### src/design/scd_pkg.sv
// Package of the command line decoder: types, string constants and parser step
`default_nettype none

package scd_pkg;

    localparam int LINE_BYTES_DEF = 256;
    localparam int NAME_LIMIT_DEF = 32;
    localparam int NLEN_W         = 6;

    localparam logic [7:0] CH_LF = 8'd10;
    localparam logic [7:0] CH_CR = 8'd13;

    localparam logic [103:0] STR_CMD     = "CMD:";
    localparam logic [103:0] STR_BTN     = "BTN:";
    localparam logic [103:0] STR_PITCH   = "OFFSET:PITCH:";
    localparam logic [103:0] STR_ROLL    = "OFFSET:ROLL:";
    localparam logic [103:0] STR_MODE    = {"OFFSET", "_MODE"};
    localparam logic [103:0] STR_EXIT    = {"OFFSET", "_EXIT"};
    localparam logic [103:0] STR_KEY4    = "key4";
    localparam logic [63:0]  STR_PRESSED = ":PRESSED";

    typedef enum logic [2:0] {
        KIND_UNRECOG = 3'd0,
        KIND_BUTTON  = 3'd1,
        KIND_PITCH   = 3'd2,
        KIND_ROLL    = 3'd3,
        KIND_MODE    = 3'd4,
        KIND_EXIT    = 3'd5
    } kind_t;

    typedef enum logic [1:0] {
        S_IDLE,
        S_FETCH,
        S_LOAD,
        S_EMIT
    } state_t;

    typedef enum logic [1:0] {
        PH_SKIP,
        PH_DIG,
        PH_DONE
    } phase_t;

    typedef struct packed {
        phase_t      phase;
        logic        neg;
        logic [15:0] mag;
    } parse_t;

    // Summary of the line collected so far
    typedef struct packed {
        logic               cmd;
        logic               pitch;
        logic               roll;
        logic               mode;
        logic               exitc;
        logic               btn;
        logic               key4;
        logic signed [15:0] pitch_val;
        logic signed [15:0] roll_val;
        logic [NLEN_W-1:0]  nlen;
    } line_sum_t;

    // Line store control from the sequencer to the matcher
    typedef struct packed {
        logic store;
        logic clr;
    } mctl_t;

    localparam parse_t PARSE_INIT = '{phase: PH_SKIP, neg: 1'b0, mag: 16'd0};

    // Character i of a string of n characters
    function automatic logic [7:0] str_char(logic [103:0] s, int n, int i);
        logic [7:0] r;
        r = 8'd0;
        for (int k = 0; k < 13; k++)
        begin
            if (k == n - 1 - i)
                r = s[8*k +: 8];
        end
        return r;
    endfunction

    // Advance the integer parser by one character
    function automatic parse_t parse_step(parse_t s, logic [7:0] c);
        parse_t      r;
        logic        dig;
        logic        ws;
        logic [19:0] acc;
        r   = s;
        dig = (c >= 8'h30) && (c <= 8'h39);
        ws  = (c == 8'd32) || ((c >= 8'd9) && (c <= 8'd13));
        acc = 20'(s.mag) * 20'd10 + 20'(c - 8'h30);
        case (s.phase)
            PH_SKIP:
            begin
                if (ws)
                    r.phase = PH_SKIP;
                else if ((c == 8'h2B) || (c == 8'h2D))
                begin
                    r.neg   = (c == 8'h2D);
                    r.phase = PH_DIG;
                end
                else if (dig)
                begin
                    r.mag   = (acc > 20'd32768) ? 16'd32768 : acc[15:0];
                    r.phase = PH_DIG;
                end
                else
                    r.phase = PH_DONE;
            end
            PH_DIG:
            begin
                if (dig)
                    r.mag = (acc > 20'd32768) ? 16'd32768 : acc[15:0];
                else
                    r.phase = PH_DONE;
            end
            default: r = s;
        endcase
        return r;
    endfunction

    // Signed, saturated value of a parser state
    function automatic logic signed [15:0] parse_val(parse_t s);
        logic [16:0] wide;
        if (s.neg)
        begin
            wide = 17'd0 - {1'b0, s.mag};
            return signed'(wide[15:0]);
        end
        if (s.mag > 16'd32767)
            return 16'sd32767;
        return signed'(s.mag);
    endfunction

endpackage

`default_nettype wire

### src/design/scd_in_if.sv
// Input channel of the command line decoder: one received byte per item
`default_nettype none

interface scd_in_if;
    logic       valid;
    logic       ready;
    logic [7:0] rx_byte;

    modport source (output valid, output rx_byte, input ready);
    modport sink (input valid, input rx_byte, output ready);
endinterface

`default_nettype wire

### src/design/scd_out_if.sv
// Result channel of the command line decoder
`default_nettype none

interface scd_out_if;
    logic        valid;
    logic        ready;
    logic [2:0]  kind;
    logic [7:0]  name_char;
    logic        last;
    logic [15:0] pitch_offset_now;
    logic [15:0] roll_offset_now;
    logic        exit_requested;

    modport source (output valid, output kind, output name_char, output last,
                    output pitch_offset_now, output roll_offset_now,
                    output exit_requested, input ready);
    modport sink (input valid, input kind, input name_char, input last,
                  input pitch_offset_now, input roll_offset_now,
                  input exit_requested, output ready);
endinterface

`default_nettype wire

### src/design/scd_match.sv
// Byte-by-byte line matcher: prefixes, commands, integer parsers, marker search
`default_nettype none

module scd_match #(
    parameter int LINE_BYTES = scd_pkg::LINE_BYTES_DEF,
    parameter int NAME_LIMIT = scd_pkg::NAME_LIMIT_DEF,
    localparam int AW = $clog2(LINE_BYTES)
) (
    input  wire logic              clk,
    input  wire logic              rst_n,
    input  wire scd_pkg::mctl_t    ctl,
    input  wire logic [7:0]        rx_byte,
    output scd_pkg::line_sum_t     sum
);

    logic [AW-1:0]    len_reg;
    logic             zero_seen_reg;
    logic             cmd_ok_reg, btn_ok_reg, pitch_ok_reg, roll_ok_reg;
    logic             mode_ok_reg, exit_ok_reg, key4_ok_reg, found_reg;
    logic [AW-1:0]    mark_reg;
    logic [63:0]      win_reg;
    scd_pkg::parse_t  pp_reg, rp_reg;

    logic [31:0]      p;
    logic             eff;
    logic [63:0]      win_next;
    logic             hit;

    assign p        = 32'(len_reg);
    assign eff      = ctl.store && !zero_seen_reg && (rx_byte != 8'd0);
    assign win_next = {win_reg[55:0], rx_byte};
    assign hit      = (win_next == scd_pkg::STR_PRESSED) && (p >= 32'd10) && !found_reg;

    // Advance match state on each counted byte; clear at line end or on overflow
    always_ff @(posedge clk or negedge rst_n)
    begin
        if (!rst_n)
        begin
            len_reg       <= '0;
            zero_seen_reg <= 1'b0;
            cmd_ok_reg    <= 1'b1;
            btn_ok_reg    <= 1'b1;
            pitch_ok_reg  <= 1'b1;
            roll_ok_reg   <= 1'b1;
            mode_ok_reg   <= 1'b1;
            exit_ok_reg   <= 1'b1;
            key4_ok_reg   <= 1'b1;
            found_reg     <= 1'b0;
            mark_reg      <= '0;
            win_reg       <= '0;
            pp_reg        <= scd_pkg::PARSE_INIT;
            rp_reg        <= scd_pkg::PARSE_INIT;
        end
        else if (ctl.clr)
        begin
            len_reg       <= '0;
            zero_seen_reg <= 1'b0;
            cmd_ok_reg    <= 1'b1;
            btn_ok_reg    <= 1'b1;
            pitch_ok_reg  <= 1'b1;
            roll_ok_reg   <= 1'b1;
            mode_ok_reg   <= 1'b1;
            exit_ok_reg   <= 1'b1;
            key4_ok_reg   <= 1'b1;
            found_reg     <= 1'b0;
            mark_reg      <= '0;
            win_reg       <= '0;
            pp_reg        <= scd_pkg::PARSE_INIT;
            rp_reg        <= scd_pkg::PARSE_INIT;
        end
        else if (ctl.store && !zero_seen_reg && (rx_byte == 8'd0))
        begin
            zero_seen_reg <= 1'b1;
        end
        else if (eff)
        begin
            len_reg <= len_reg + AW'(1);
            win_reg <= win_next;
            if ((p < 32'd4) && (rx_byte != scd_pkg::str_char(scd_pkg::STR_CMD, 4, int'(p))))
                cmd_ok_reg <= 1'b0;
            if ((p < 32'd4) && (rx_byte != scd_pkg::str_char(scd_pkg::STR_BTN, 4, int'(p))))
                btn_ok_reg <= 1'b0;
            if ((p >= 32'd4) && (p < 32'd17)
                && (rx_byte != scd_pkg::str_char(scd_pkg::STR_PITCH, 13, int'(p) - 4)))
                pitch_ok_reg <= 1'b0;
            if ((p >= 32'd4) && (p < 32'd16)
                && (rx_byte != scd_pkg::str_char(scd_pkg::STR_ROLL, 12, int'(p) - 4)))
                roll_ok_reg <= 1'b0;
            if ((p >= 32'd4) && (p < 32'd15)
                && (rx_byte != scd_pkg::str_char(scd_pkg::STR_MODE, 11, int'(p) - 4)))
                mode_ok_reg <= 1'b0;
            if ((p >= 32'd4) && (p < 32'd15)
                && (rx_byte != scd_pkg::str_char(scd_pkg::STR_EXIT, 11, int'(p) - 4)))
                exit_ok_reg <= 1'b0;
            if ((p >= 32'd4) && (p < 32'd8)
                && (rx_byte != scd_pkg::str_char(scd_pkg::STR_KEY4, 4, int'(p) - 4)))
                key4_ok_reg <= 1'b0;
            if (p >= 32'd17)
                pp_reg <= scd_pkg::parse_step(pp_reg, rx_byte);
            if (p >= 32'd16)
                rp_reg <= scd_pkg::parse_step(rp_reg, rx_byte);
            // Record the first marker, counted from its first character
            if (hit)
            begin
                found_reg <= 1'b1;
                mark_reg  <= AW'(p - 32'd7);
            end
        end
    end

    // Summarise the line for the sequencer
    logic [31:0] len32, mark32;
    assign len32  = 32'(len_reg);
    assign mark32 = 32'(mark_reg);

    always_comb
    begin
        sum.cmd       = cmd_ok_reg && (len32 >= 32'd4);
        sum.pitch     = sum.cmd && pitch_ok_reg && (len32 >= 32'd17);
        sum.roll      = sum.cmd && roll_ok_reg && (len32 >= 32'd16);
        sum.mode      = sum.cmd && mode_ok_reg && (len32 == 32'd15);
        sum.exitc     = sum.cmd && exit_ok_reg && (len32 == 32'd15);
        sum.btn       = btn_ok_reg && (len32 >= 32'd4) && found_reg && (mark32 > 32'd4)
                        && ((mark32 - 32'd4) < 32'(NAME_LIMIT));
        sum.key4      = key4_ok_reg && (mark32 == 32'd8);
        sum.pitch_val = scd_pkg::parse_val(pp_reg);
        sum.roll_val  = scd_pkg::parse_val(rp_reg);
        sum.nlen      = scd_pkg::NLEN_W'(mark32 - 32'd4);
    end

endmodule

`default_nettype wire

### src/design/scd_seq.sv
// Sequencer: line store, stored offsets and result emission over the store read port
`default_nettype none

module scd_seq #(
    parameter int LINE_BYTES = scd_pkg::LINE_BYTES_DEF,
    localparam int AW = $clog2(LINE_BYTES)
) (
    input  wire logic                    clk,
    input  wire logic                    rst_n,
    input  wire logic                    in_valid,
    input  wire logic [7:0]              rx_byte,
    output logic                         in_ready,
    input  wire scd_pkg::line_sum_t      sum,
    output scd_pkg::mctl_t               ctl,
    output logic                         out_valid,
    input  wire logic                    out_ready,
    output scd_pkg::kind_t               kind,
    output logic [7:0]                   name_char,
    output logic                         last,
    output logic signed [15:0]           pitch_offset_now,
    output logic signed [15:0]           roll_offset_now,
    output logic                         exit_requested
);

    scd_pkg::state_t             state_reg, state_next;
    logic [AW-1:0]               wp_reg, addr_reg;
    logic [scd_pkg::NLEN_W-1:0]  cnt_reg;
    scd_pkg::kind_t              kind_reg;
    logic [7:0]                  char_reg, rd_data_reg;
    logic                        last_reg;
    logic signed [15:0]          pitch_reg, roll_reg;
    logic                        exit_reg;
    logic [7:0]                  mem [LINE_BYTES];

    logic                        in_fire, is_eol, decode, button;
    scd_pkg::kind_t              dec_kind;

    assign in_fire = in_valid && in_ready;
    assign is_eol  = (rx_byte == scd_pkg::CH_LF) || (rx_byte == scd_pkg::CH_CR);
    assign decode  = in_fire && is_eol && (wp_reg != '0);
    assign button  = !sum.cmd && sum.btn;
    assign ctl.store = in_fire && !is_eol && (32'(wp_reg) < LINE_BYTES - 1);
    assign ctl.clr   = in_fire && !ctl.store;

    // Pick the kind of a single-result line
    always_comb
    begin
        if (sum.pitch)
            dec_kind = scd_pkg::KIND_PITCH;
        else if (sum.roll)
            dec_kind = scd_pkg::KIND_ROLL;
        else if (sum.mode)
            dec_kind = scd_pkg::KIND_MODE;
        else if (sum.exitc)
            dec_kind = scd_pkg::KIND_EXIT;
        else
            dec_kind = scd_pkg::KIND_UNRECOG;
    end

    // Next state
    always_comb
    begin
        state_next = state_reg;
        unique case (state_reg)
            scd_pkg::S_IDLE:
            begin
                if (decode)
                    state_next = button ? scd_pkg::S_FETCH : scd_pkg::S_EMIT;
            end
            scd_pkg::S_FETCH: state_next = scd_pkg::S_LOAD;
            scd_pkg::S_LOAD:  state_next = scd_pkg::S_EMIT;
            scd_pkg::S_EMIT:
            begin
                if (out_ready)
                    state_next = (cnt_reg > scd_pkg::NLEN_W'(1)) ? scd_pkg::S_FETCH
                                                                 : scd_pkg::S_IDLE;
            end
            default: state_next = scd_pkg::S_IDLE;
        endcase
    end

    // Handshake outputs
    always_comb
    begin
        in_ready  = (state_reg == scd_pkg::S_IDLE);
        out_valid = (state_reg == scd_pkg::S_EMIT);
    end

    assign kind             = kind_reg;
    assign name_char        = char_reg;
    assign last             = last_reg;
    assign pitch_offset_now = pitch_reg;
    assign roll_offset_now  = roll_reg;
    assign exit_requested   = exit_reg;

    // Control state: sequencer, write position, offsets, exit flag, name count
    always_ff @(posedge clk or negedge rst_n)
    begin
        if (!rst_n)
        begin
            state_reg <= scd_pkg::S_IDLE;
            wp_reg    <= '0;
            pitch_reg <= '0;
            roll_reg  <= '0;
            exit_reg  <= 1'b0;
            cnt_reg   <= '0;
        end
        else
        begin
            state_reg <= state_next;
            if (ctl.store)
                wp_reg <= wp_reg + AW'(1);
            else if (ctl.clr)
                wp_reg <= '0;
            if (decode)
            begin
                if (sum.pitch)
                    pitch_reg <= sum.pitch_val;
                else if (sum.roll)
                    roll_reg <= sum.roll_val;
                if (button && sum.key4)
                    exit_reg <= 1'b1;
                // A single-result line counts as one item
                cnt_reg <= button ? sum.nlen : scd_pkg::NLEN_W'(1);
            end
            else if ((state_reg == scd_pkg::S_EMIT) && out_ready)
                cnt_reg <= cnt_reg - scd_pkg::NLEN_W'(1);
        end
    end

    // Result payload and name read address
    always_ff @(posedge clk)
    begin
        if (decode)
        begin
            kind_reg <= dec_kind;
            char_reg <= 8'd0;
            last_reg <= 1'b1;
            addr_reg <= AW'(4);
        end
        else if (state_reg == scd_pkg::S_LOAD)
        begin
            kind_reg <= scd_pkg::KIND_BUTTON;
            char_reg <= rd_data_reg;
            last_reg <= (cnt_reg == scd_pkg::NLEN_W'(1));
        end
        else if ((state_reg == scd_pkg::S_EMIT) && out_ready)
            addr_reg <= addr_reg + AW'(1);
    end

    // Line store: write on stored bytes, registered read
    always_ff @(posedge clk)
    begin
        if (ctl.store)
            mem[wp_reg] <= rx_byte;
    end

    always_ff @(posedge clk)
    begin
        rd_data_reg <= mem[addr_reg];
    end

endmodule

`default_nettype wire

### src/design/serial_command_line_decoder.sv
// Top level of the serial command line decoder
//
//   channel  | dir | payload                                        | handshake
//   rx       | in  | rx_byte                                        | valid/ready
//   res      | out | kind, name_char, last, pitch_offset_now,       | valid/ready
//            |     | roll_offset_now, exit_requested                |
//
// An ordinary byte is taken and ready stays high for the next.
// A non-empty line's end offers a single result the cycle after it is taken;
// button names come out one character at a time over the single registered read
// port of the line store (fetch, load, present). Ready returns once all are taken.
// Reset is asynchronous and needs no clearing pass; the line store is never cleared.
// While a result stalls, rx ready stays low.
`default_nettype none

module serial_command_line_decoder #(
    parameter int LINE_BYTES = scd_pkg::LINE_BYTES_DEF,
    parameter int NAME_LIMIT = scd_pkg::NAME_LIMIT_DEF
) (
    input wire logic   clk,
    input wire logic   rst_n,
    scd_in_if.sink     rx,
    scd_out_if.source  res
);

    scd_pkg::line_sum_t sum;
    scd_pkg::mctl_t     ctl;
    scd_pkg::kind_t     kind;
    logic signed [15:0] pitch_now, roll_now;

    scd_match #(
        .LINE_BYTES (LINE_BYTES),
        .NAME_LIMIT (NAME_LIMIT)
    ) u_match (
        .clk     (clk),
        .rst_n   (rst_n),
        .ctl     (ctl),
        .rx_byte (rx.rx_byte),
        .sum     (sum)
    );

    scd_seq #(
        .LINE_BYTES (LINE_BYTES)
    ) u_seq (
        .clk              (clk),
        .rst_n            (rst_n),
        .in_valid         (rx.valid),
        .rx_byte          (rx.rx_byte),
        .in_ready         (rx.ready),
        .sum              (sum),
        .ctl              (ctl),
        .out_valid        (res.valid),
        .out_ready        (res.ready),
        .kind             (kind),
        .name_char        (res.name_char),
        .last             (res.last),
        .pitch_offset_now (pitch_now),
        .roll_offset_now  (roll_now),
        .exit_requested   (res.exit_requested)
    );

    assign res.kind             = 3'(kind);
    assign res.pitch_offset_now = 16'(pitch_now);
    assign res.roll_offset_now  = 16'(roll_now);

endmodule

`default_nettype wire

### src/flat_wrapper.sv
// flat-port wrapper written by rule: the top's interface ports become plain ports
module serial_command_line_decoder_flat 
#(
    parameter int LINE_BYTES = scd_pkg::LINE_BYTES_DEF,
    parameter int NAME_LIMIT = scd_pkg::NAME_LIMIT_DEF
)
  (clk, rst_n, rx_valid, rx_rx_byte, rx_ready, res_valid, res_kind, res_name_char, res_last, res_pitch_offset_now, res_roll_offset_now, res_exit_requested, res_ready);
  scd_in_if rx_i ();
  scd_out_if res_i ();
  input wire logic clk;
  input wire logic rst_n;
  input wire logic [$bits(rx_i.valid)-1:0] rx_valid;
  input wire logic [$bits(rx_i.rx_byte)-1:0] rx_rx_byte;
  output wire logic [$bits(rx_i.ready)-1:0] rx_ready;
  output wire logic [$bits(res_i.valid)-1:0] res_valid;
  output wire logic [$bits(res_i.kind)-1:0] res_kind;
  output wire logic [$bits(res_i.name_char)-1:0] res_name_char;
  output wire logic [$bits(res_i.last)-1:0] res_last;
  output wire logic [$bits(res_i.pitch_offset_now)-1:0] res_pitch_offset_now;
  output wire logic [$bits(res_i.roll_offset_now)-1:0] res_roll_offset_now;
  output wire logic [$bits(res_i.exit_requested)-1:0] res_exit_requested;
  input wire logic [$bits(res_i.ready)-1:0] res_ready;
  assign rx_i.valid = rx_valid;
  assign rx_i.rx_byte = rx_rx_byte;
  assign rx_ready = rx_i.ready;
  assign res_valid = res_i.valid;
  assign res_kind = res_i.kind;
  assign res_name_char = res_i.name_char;
  assign res_last = res_i.last;
  assign res_pitch_offset_now = res_i.pitch_offset_now;
  assign res_roll_offset_now = res_i.roll_offset_now;
  assign res_exit_requested = res_i.exit_requested;
  assign res_i.ready = res_ready;
  serial_command_line_decoder #(.LINE_BYTES(LINE_BYTES), .NAME_LIMIT(NAME_LIMIT)) u_core (.clk(clk), .rst_n(rst_n), .rx(rx_i), .res(res_i));
endmodule
### config.mk
export PLATFORM = sky130hd
export DESIGN_NAME = serial_command_line_decoder_flat
export DESIGN_NICKNAME = d
export VERILOG_FILES = /design/src/design/scd_pkg.sv /design/src/design/scd_in_if.sv /design/src/design/scd_out_if.sv /design/src/design/scd_match.sv /design/src/design/scd_seq.sv /design/src/design/serial_command_line_decoder.sv /design/src/flat_wrapper.sv
export SDC_FILE = /design/constraint.sdc
export NUM_CORES = 2
export LEC_CHECK = 0
export BUFFER_PORTS_ARGS = -buffer_cell sky130_fd_sc_hd__buf_2
export CAP_MARGIN = 10
export CORE_MARGIN = 1
export CORE_UTILIZATION = 45
export CTS_CLUSTER_DIAMETER = 60
export CTS_CLUSTER_SIZE = 8
export DETAILED_ROUTE_END_ITERATION = 16
export GPL_TIMING_DRIVEN = 1
export SYNTH_ARGS = -nofsm -noshare
export SYNTH_HDL_FRONTEND = slang
export SYNTH_SLANG_ARGS = --single-unit
### constraint.sdc
create_clock -name clk -period 8.33 [get_ports clk]
set_input_delay 2.0825 -clock clk [delete_from_list [all_inputs] [get_ports clk]]
set_output_delay 2.0825 -clock clk [all_outputs]
set_load 0.02 [all_outputs]
### Word-level counts from Yosys, hierarchy flattened

Memories as Yosys holds them, arrays and structs flattened. A register that Yosys moved wholly into a read port is not among the register bits.
Index checks and enable logic that the tools add are counted.
W data, S select, Z words.

* register bits: 188
* RAM bits: 2048
* bits of input ports: 12
* word-level logic and storage cells: 476
* memories: 1

* add/subtract/negate cells: 17
* multiply operators: 2
* order comparisons: 21
* equal/unequal tests: 91
* muxes and demuxes: 214
* bitwise gates (word level): 2
* reduce and logical (&&, ||, !) cells: 100

Memories
* u_core.u_seq.mem: depth 256, bits a word 8, read ports 1, clocked after memory_dff 1, wr ports 1, line scd_seq.sv:33 `logic [7:0] mem [LINE_BYTES];`

Operator list (number)
* $mux W8: 114
* $eq A5 B32 Y1 const A: 15
* $eq A4 B32 Y1 const A: 12
* $mux W16: 14
* $eq A3 B32 Y1 const A: 6
* $mux W56: 3
* $logic_not A32 Y1: 5
* $mux W19: 8
* $eq A2 B32 Y1 const A: 3
* $eq A64 B62 Y1 const B: 1
* $pmux W16 S2: 2
* $ne A8 B8 Y1: 7
* $eq A5 B10 Y1 const A: 5
* $mux W1: 46
* $eq A5 B9 Y1 const A: 5
* $mux W6: 7
* $logic_and A1 B1 Y1: 41
* $add A20 B20 Y20: 2
* $eq A4 B10 Y1 const A: 4
* $gt A20 B16 Y1 const B: 2
* $mul A16 B3 Y19 const B: 2
* $eq A4 B9 Y1 const A: 4
* $reduce_bool A2 Y1: 18
* $mux W17: 2
* other kinds (50): 119

### Logic depth before layout (Yosys ltp)

* word-level depth: 25
* gate-level depth with buffers: 24

### By module

Synthesis repeated with hierarchy kept, for this count alone.

* cell total of the unflattened synthesis: 5666
* area, all modules: 95074.9 µm²

Modules (own cells, without submodules)
* scd_seq: instances 1, cells each 4079, area each 82868.2 µm², seq. area each 63315.7 µm²
* scd_match: instances 1, cells each 1587, area each 12206.7 µm², seq. area each 2986.6 µm²

### Worst setup path before layout

OpenSTA, ideal clock, no wires.

* path kind: input port to flip-flop
* start point: input port rx_rx_byte[4]
* end point: register u_core.u_match.rp_reg[0] in the netlist's numbering
* library setup time: 0.066 ns
* arrival: 5.944 ns
* setup slack: 2.320 ns
* cell stages on the path: 14
* buffers on the path: 0
* cells stage by stage: ha_1 > or3_1 > inv_1 > ha_1 > a21o_1 > a21o_1 > a21oi_1 > a21boi_0 > o21ai_0 > xor2_1 > or4_1 > or4_4 > a21oi_4 > a22o_1

* longest elaborated chain between the ends: 12

Ends and longest elaborated chain
* start: declaration: line flat_wrapper.sv:13 `input wire logic [$bits(rx_i.rx_byte)-1:0] rx_rx_byte;`
* $sub A8 B6 Y9: line scd_pkg.sv:93 `acc = 20'(s.mag) * 20'd10 + 20'(c - 8'h30);`
* $add A20 B20 Y20: line scd_pkg.sv:93
* $gt A20 B16 Y1: line scd_pkg.sv:106, scd_pkg.sv:115
* $mux W16: line scd_pkg.sv:106, scd_pkg.sv:115
* $mux W16: line scd_pkg.sv:104, scd_pkg.sv:114
* $mux W16: line scd_pkg.sv:99 `else if ((c == 8'h2B) || (c == 8'h2D))`
* $mux W17: line scd_pkg.sv:97 `if (ws)`
* $pmux W16 S2: line scd_pkg.sv:94 `case (s.phase)`
* $mux W19: line scd_match.sv:100 `if (p >= 32'd16)`
* $mux W19: line scd_match.sv:75 `else if (eff)`
* $mux W19: line scd_match.sv:71 `else if (ctl.store && !zero_seen_reg && (rx_byte == 8'd0))`
* $mux W19: line scd_match.sv:54 `else if (ctl.clr)`
* end signal: assignment: line scd_match.sv:52 `rp_reg <= scd_pkg::PARSE_INIT;`
* end signal: assignment: line scd_match.sv:69 `rp_reg <= scd_pkg::PARSE_INIT;`
* end signal: assignment: line scd_match.sv:101 `rp_reg <= scd_pkg::parse_step(rp_reg, rx_byte);`
* end: declaration: line scd_match.sv:22 `scd_pkg::parse_t pp_reg, rp_reg;`

Parallel ways exist; a longest one is shown, timed or not. The select of a mux whose other input is x is not followed.
A chain may end at the register's enable or synchronous reset.

### Worst setup path after layout

* start point: input port rx_rx_byte[4]
* end point: register u_core.u_match.rp_reg[9] in the netlist's numbering

Same word-level chain as after synthesis.

==> impl_metrics.json <==
{
  "clock-root-buffer": "clkbuf_16",
  "initial_utilization": 0.453,
  "synthToLayoutAreaGrowth_pct": 13.4,
  "cts_inserted_buffers": 335,
  "crit_type": "in -> reg",
  "async_reset_ff_frac": 0.0749,
  "period_share": 0.713,
  "cp_num_buf_inv": 3,
  "hold_path_end": "u_core.u_seq.name_char[7]",
  "overflow": 0,
  "skew_ns": 0.0752,
  "gp_congestion": 0.842,
  "timing.rr.end": "u_core.u_match.rp_reg[9]",
  "first_pass_iters": 6,
  "maxSlewHeadroom": 0.213,
  "crit_path_start_kind": "primary input",
  "postRouteAntennaNets": 0,
  "port-buffer-count": 58,
  "cp.arrival_ns": 6.72,
  "yosysTopAreaCell": "edfxtp_1",
  "reg2reg_slack_ns": 2.72,
  "num_rows": 167,
  "hold_violations": 0,
  "place_area_um2": 97500,
  "yosysWarnings": 0,
  "cts.sinks": 2244,
  "slowest_stage": "or4_1",
  "vdd.ir_drop.worst_mv": 0.373,
  "grt_use_met1": 0.324,
  "grt_pass1_wl_mm": 346,
  "synth_seq_cells": 2244,
  "final_max_slew_viol_count": 0,
  "ys.flop_type": "edfxtp_1",
  "crit_chain": "buf_8 -> ha_1 -> or3_1 -> inv_1 -> buf_4 -> ha_1 -> a21o_1 -> a21o_1 -> a21oi_1 -> a21boi_0 -> o21ai_0 -> xor2_1 -> or4_1 -> or4_4 -> a21oi_4 -> a22o_1",
  "vias": 49432,
  "hpwlAfterDp_mm": 141,
  "worst_pin_slew_ns": 1.18,
  "wirelength_mm": 236,
  "syn-cell-area_um2": 94000,
  "post_cts_resized": 0,
  "via_per_inst": 6.06,
  "synth.distinct_cells": 86,
  "first_iter_violations": 5436,
  "use_met3": 0.0380,
  "syn-mean-instance-area_um2": 18.4,
  "outcome": "complete, no violations",
  "htreeDepth": 5,
  "grt_pass1_vias": 49273,
  "gr-max-usage-layer": "met2",
  "min_from": "u_core.u_seq.rd_data_reg[7]",
  "setup_viol": 0,
  "synth_edf_count": 2051,
  "reg2reg_from": "u_core.u_match.rp_reg[3]",
  "post-route-util": 0.514,
  "post_drt_wl_per_cell_um": 28.9,
  "drive_gt1_frac": 0.230,
  "timing.hold.ws_ns": 0.467,
  "worstPathRequired_ns": 9.12,
  "clock_latency_ns": 0.94,
  "place_inst": 7750,
  "die_h_um": 459,
  "fin_ws_ns": 2.39,
  "ctsHoldBuffers": 0,
  "finalCriticalPeriod_ns": 5.94,
  "largest_register_ffs": 2048,
  "drv_cap": 0,
  "finalPower_mw": 33.5,
  "fillers": 16492,
  "power-per-cell-area_nw_per_um2": 314,
  "dieArea_um2": 211000,
  "synthTopCellsByArea": "edfxtp_1, mux4_2, dfrtp_1",
  "cp_slowest_stage_delay_ns": 0.53,
  "stdcell_area_um2": 106000,
  "io_pins": 59,
  "met2_usage": 0.355,
  "crit_family": "compound AO/OA/AOI/OAI gates",
  "die_w_um": 459,
  "cts_tree": "done",
  "dp_slack_ns": 1.61,
  "clkTransAtPathRegs_ns": 0.05,
  "p_leak_nw": 34.9,
  "rsz0062_at_grt": "no",
  "post-cts-setup-buffer-count": 0,
  "worst-r2r-cell-count": 21,
  "crit_path_end_kind": "flop",
  "cts_buffer_depth": 4,
  "antenna_found_initial": 5,
  "nNetsFinal": 5441,
  "yosysTopAreaCellShare": 0.656,
  "ys_seq_area_frac": 0.706,
  "fin_cells": 8158,
  "grt_start_max_net_pins": 185,
  "hold_depth": 2,
  "core_um2": 207000,
  "drcViolationCount": 0,
  "hold_class": "reg -> reg",
  "finalSetupTns_ns": 0,
  "fmax_mhz": 168,
  "synth_cells": 5116,
  "cp_max_fo": 69,
  "grt_util_all_layers": 0.224
}
## worst register-to-register path: cells and delay by family (launching register included)
family	cells	cell delay, ns
XOR/XNOR	2	0.42
adder cells (fa/ha/maj)	4	1.28
AND/OR/NAND/NOR	4	1.20
buffers and inverters	1	0.06
AO/OA/AOI/OAI	10	2.08
flip-flops	1	0.51
## metal layers
| metal | share of wire | wire (µm) |
|---|---|---|
| met5 | 0.000047 | 11 |
| met1 | 0.43 | 100000 |
| met4 | 0.024 | 5740 |
| met3 | 0.069 | 16200 |
| met2 | 0.48 | 113000 |
## cell type report
| type | count | area (µm²) | share of cell area |
|---|---|---|---|
| flip-flops and latches | 2244 | 66300 | 0.623 |
| multi-input cells | 2520 | 26400 | 0.248 |
| clock buffers | 391 | 8750 | 0.0822 |
| well taps | 2788 | 3490 | 0.0328 |
| repair buffers | 134 | 1100 | 0.0103 |
| inverters | 64 | 240 | 0.00226 |
| clock inverters | 15 | 204 | 0.00192 |
| diodes | 2 | 5.00 | 0.0000470 |
## placed cells by master (no fill, tap or decap), types with 63 or more instances in the layout
cell type / n
buf_4: 64
o21ai_0: 130
edfxtp_1: 2051
nor2_1: 434
nand3_1: 117
a21oi_1: 116
dfrtp_1: 161
mux4_2: 679
clkbuf_16: 342
xnor2_1: 63
ha_1: 126
nand2_1: 249
## worst max path at each step
stage                  startpoint                        to  slack (ns)  cells after the start
finish              rx_rx_byte[4]  u_core.u_match.rp_reg[9]        2.39                     16
global route        rx_rx_byte[4]  u_core.u_match.rp_reg[9]        2.12                     16
CTS                 rx_rx_byte[4]  u_core.u_match.rp_reg[9]        2.51                     16
detailed placement  rx_rx_byte[4]  u_core.u_match.rp_reg[9]        1.61                     16
global placement    rx_rx_byte[4]  u_core.u_match.rp_reg[8]        1.63                     16
floorplan           rx_rx_byte[4]  u_core.u_match.rp_reg[0]        2.32                     14
## synth_stat cells (all sizes together) (14+ instances only)
| cell | count |
|---|---|
| a31oi | 26 |
| nor2b | 22 |
| nand2b | 19 |
| or3 | 23 |
| dfxtp | 25 |
| buf | 70 |
| nor3 | 62 |
| mux4 | 679 |
| mux2 | 15 |
| o21a | 17 |
| a21oi | 118 |
| nor2 | 435 |
| dfrtp | 161 |
| a21o | 31 |
| nand2 | 258 |
| ha | 126 |
| edfxtp | 2051 |
| xor2 | 38 |
| a211oi | 26 |
| inv | 63 |
| o31ai | 21 |
| xnor2 | 63 |
| mux2i | 19 |
| o22ai | 14 |
| nand3 | 121 |
| a22o | 20 |
| nor4 | 15 |
| clkbuf | 225 |
| nand4 | 34 |
| o21ai | 133 |
## where the power goes
group          total, mW  switching [mW]  internal (mW)  leakage, nW
Clock               11.8            4.48           7.34         4.37
Sequential          13.0           0.422           12.6         20.9
Combinational       8.64            4.71           3.93         9.63
Total               33.5            9.61           23.8         34.9
## cell families after synthesis
logic type,after synthesis,synth area share
xor gates and xnor gates,101,0.00942
AOI/OAI and AO/OA,500,0.0344
and+or+nand+nor,1068,0.0517
muxes,713,0.167
buffers and inverters,359,0.0145
DFF,2244,0.706
other,1,0.0000399
adders and majority gates,130,0.0176
(Power assumes the default switching activity.)
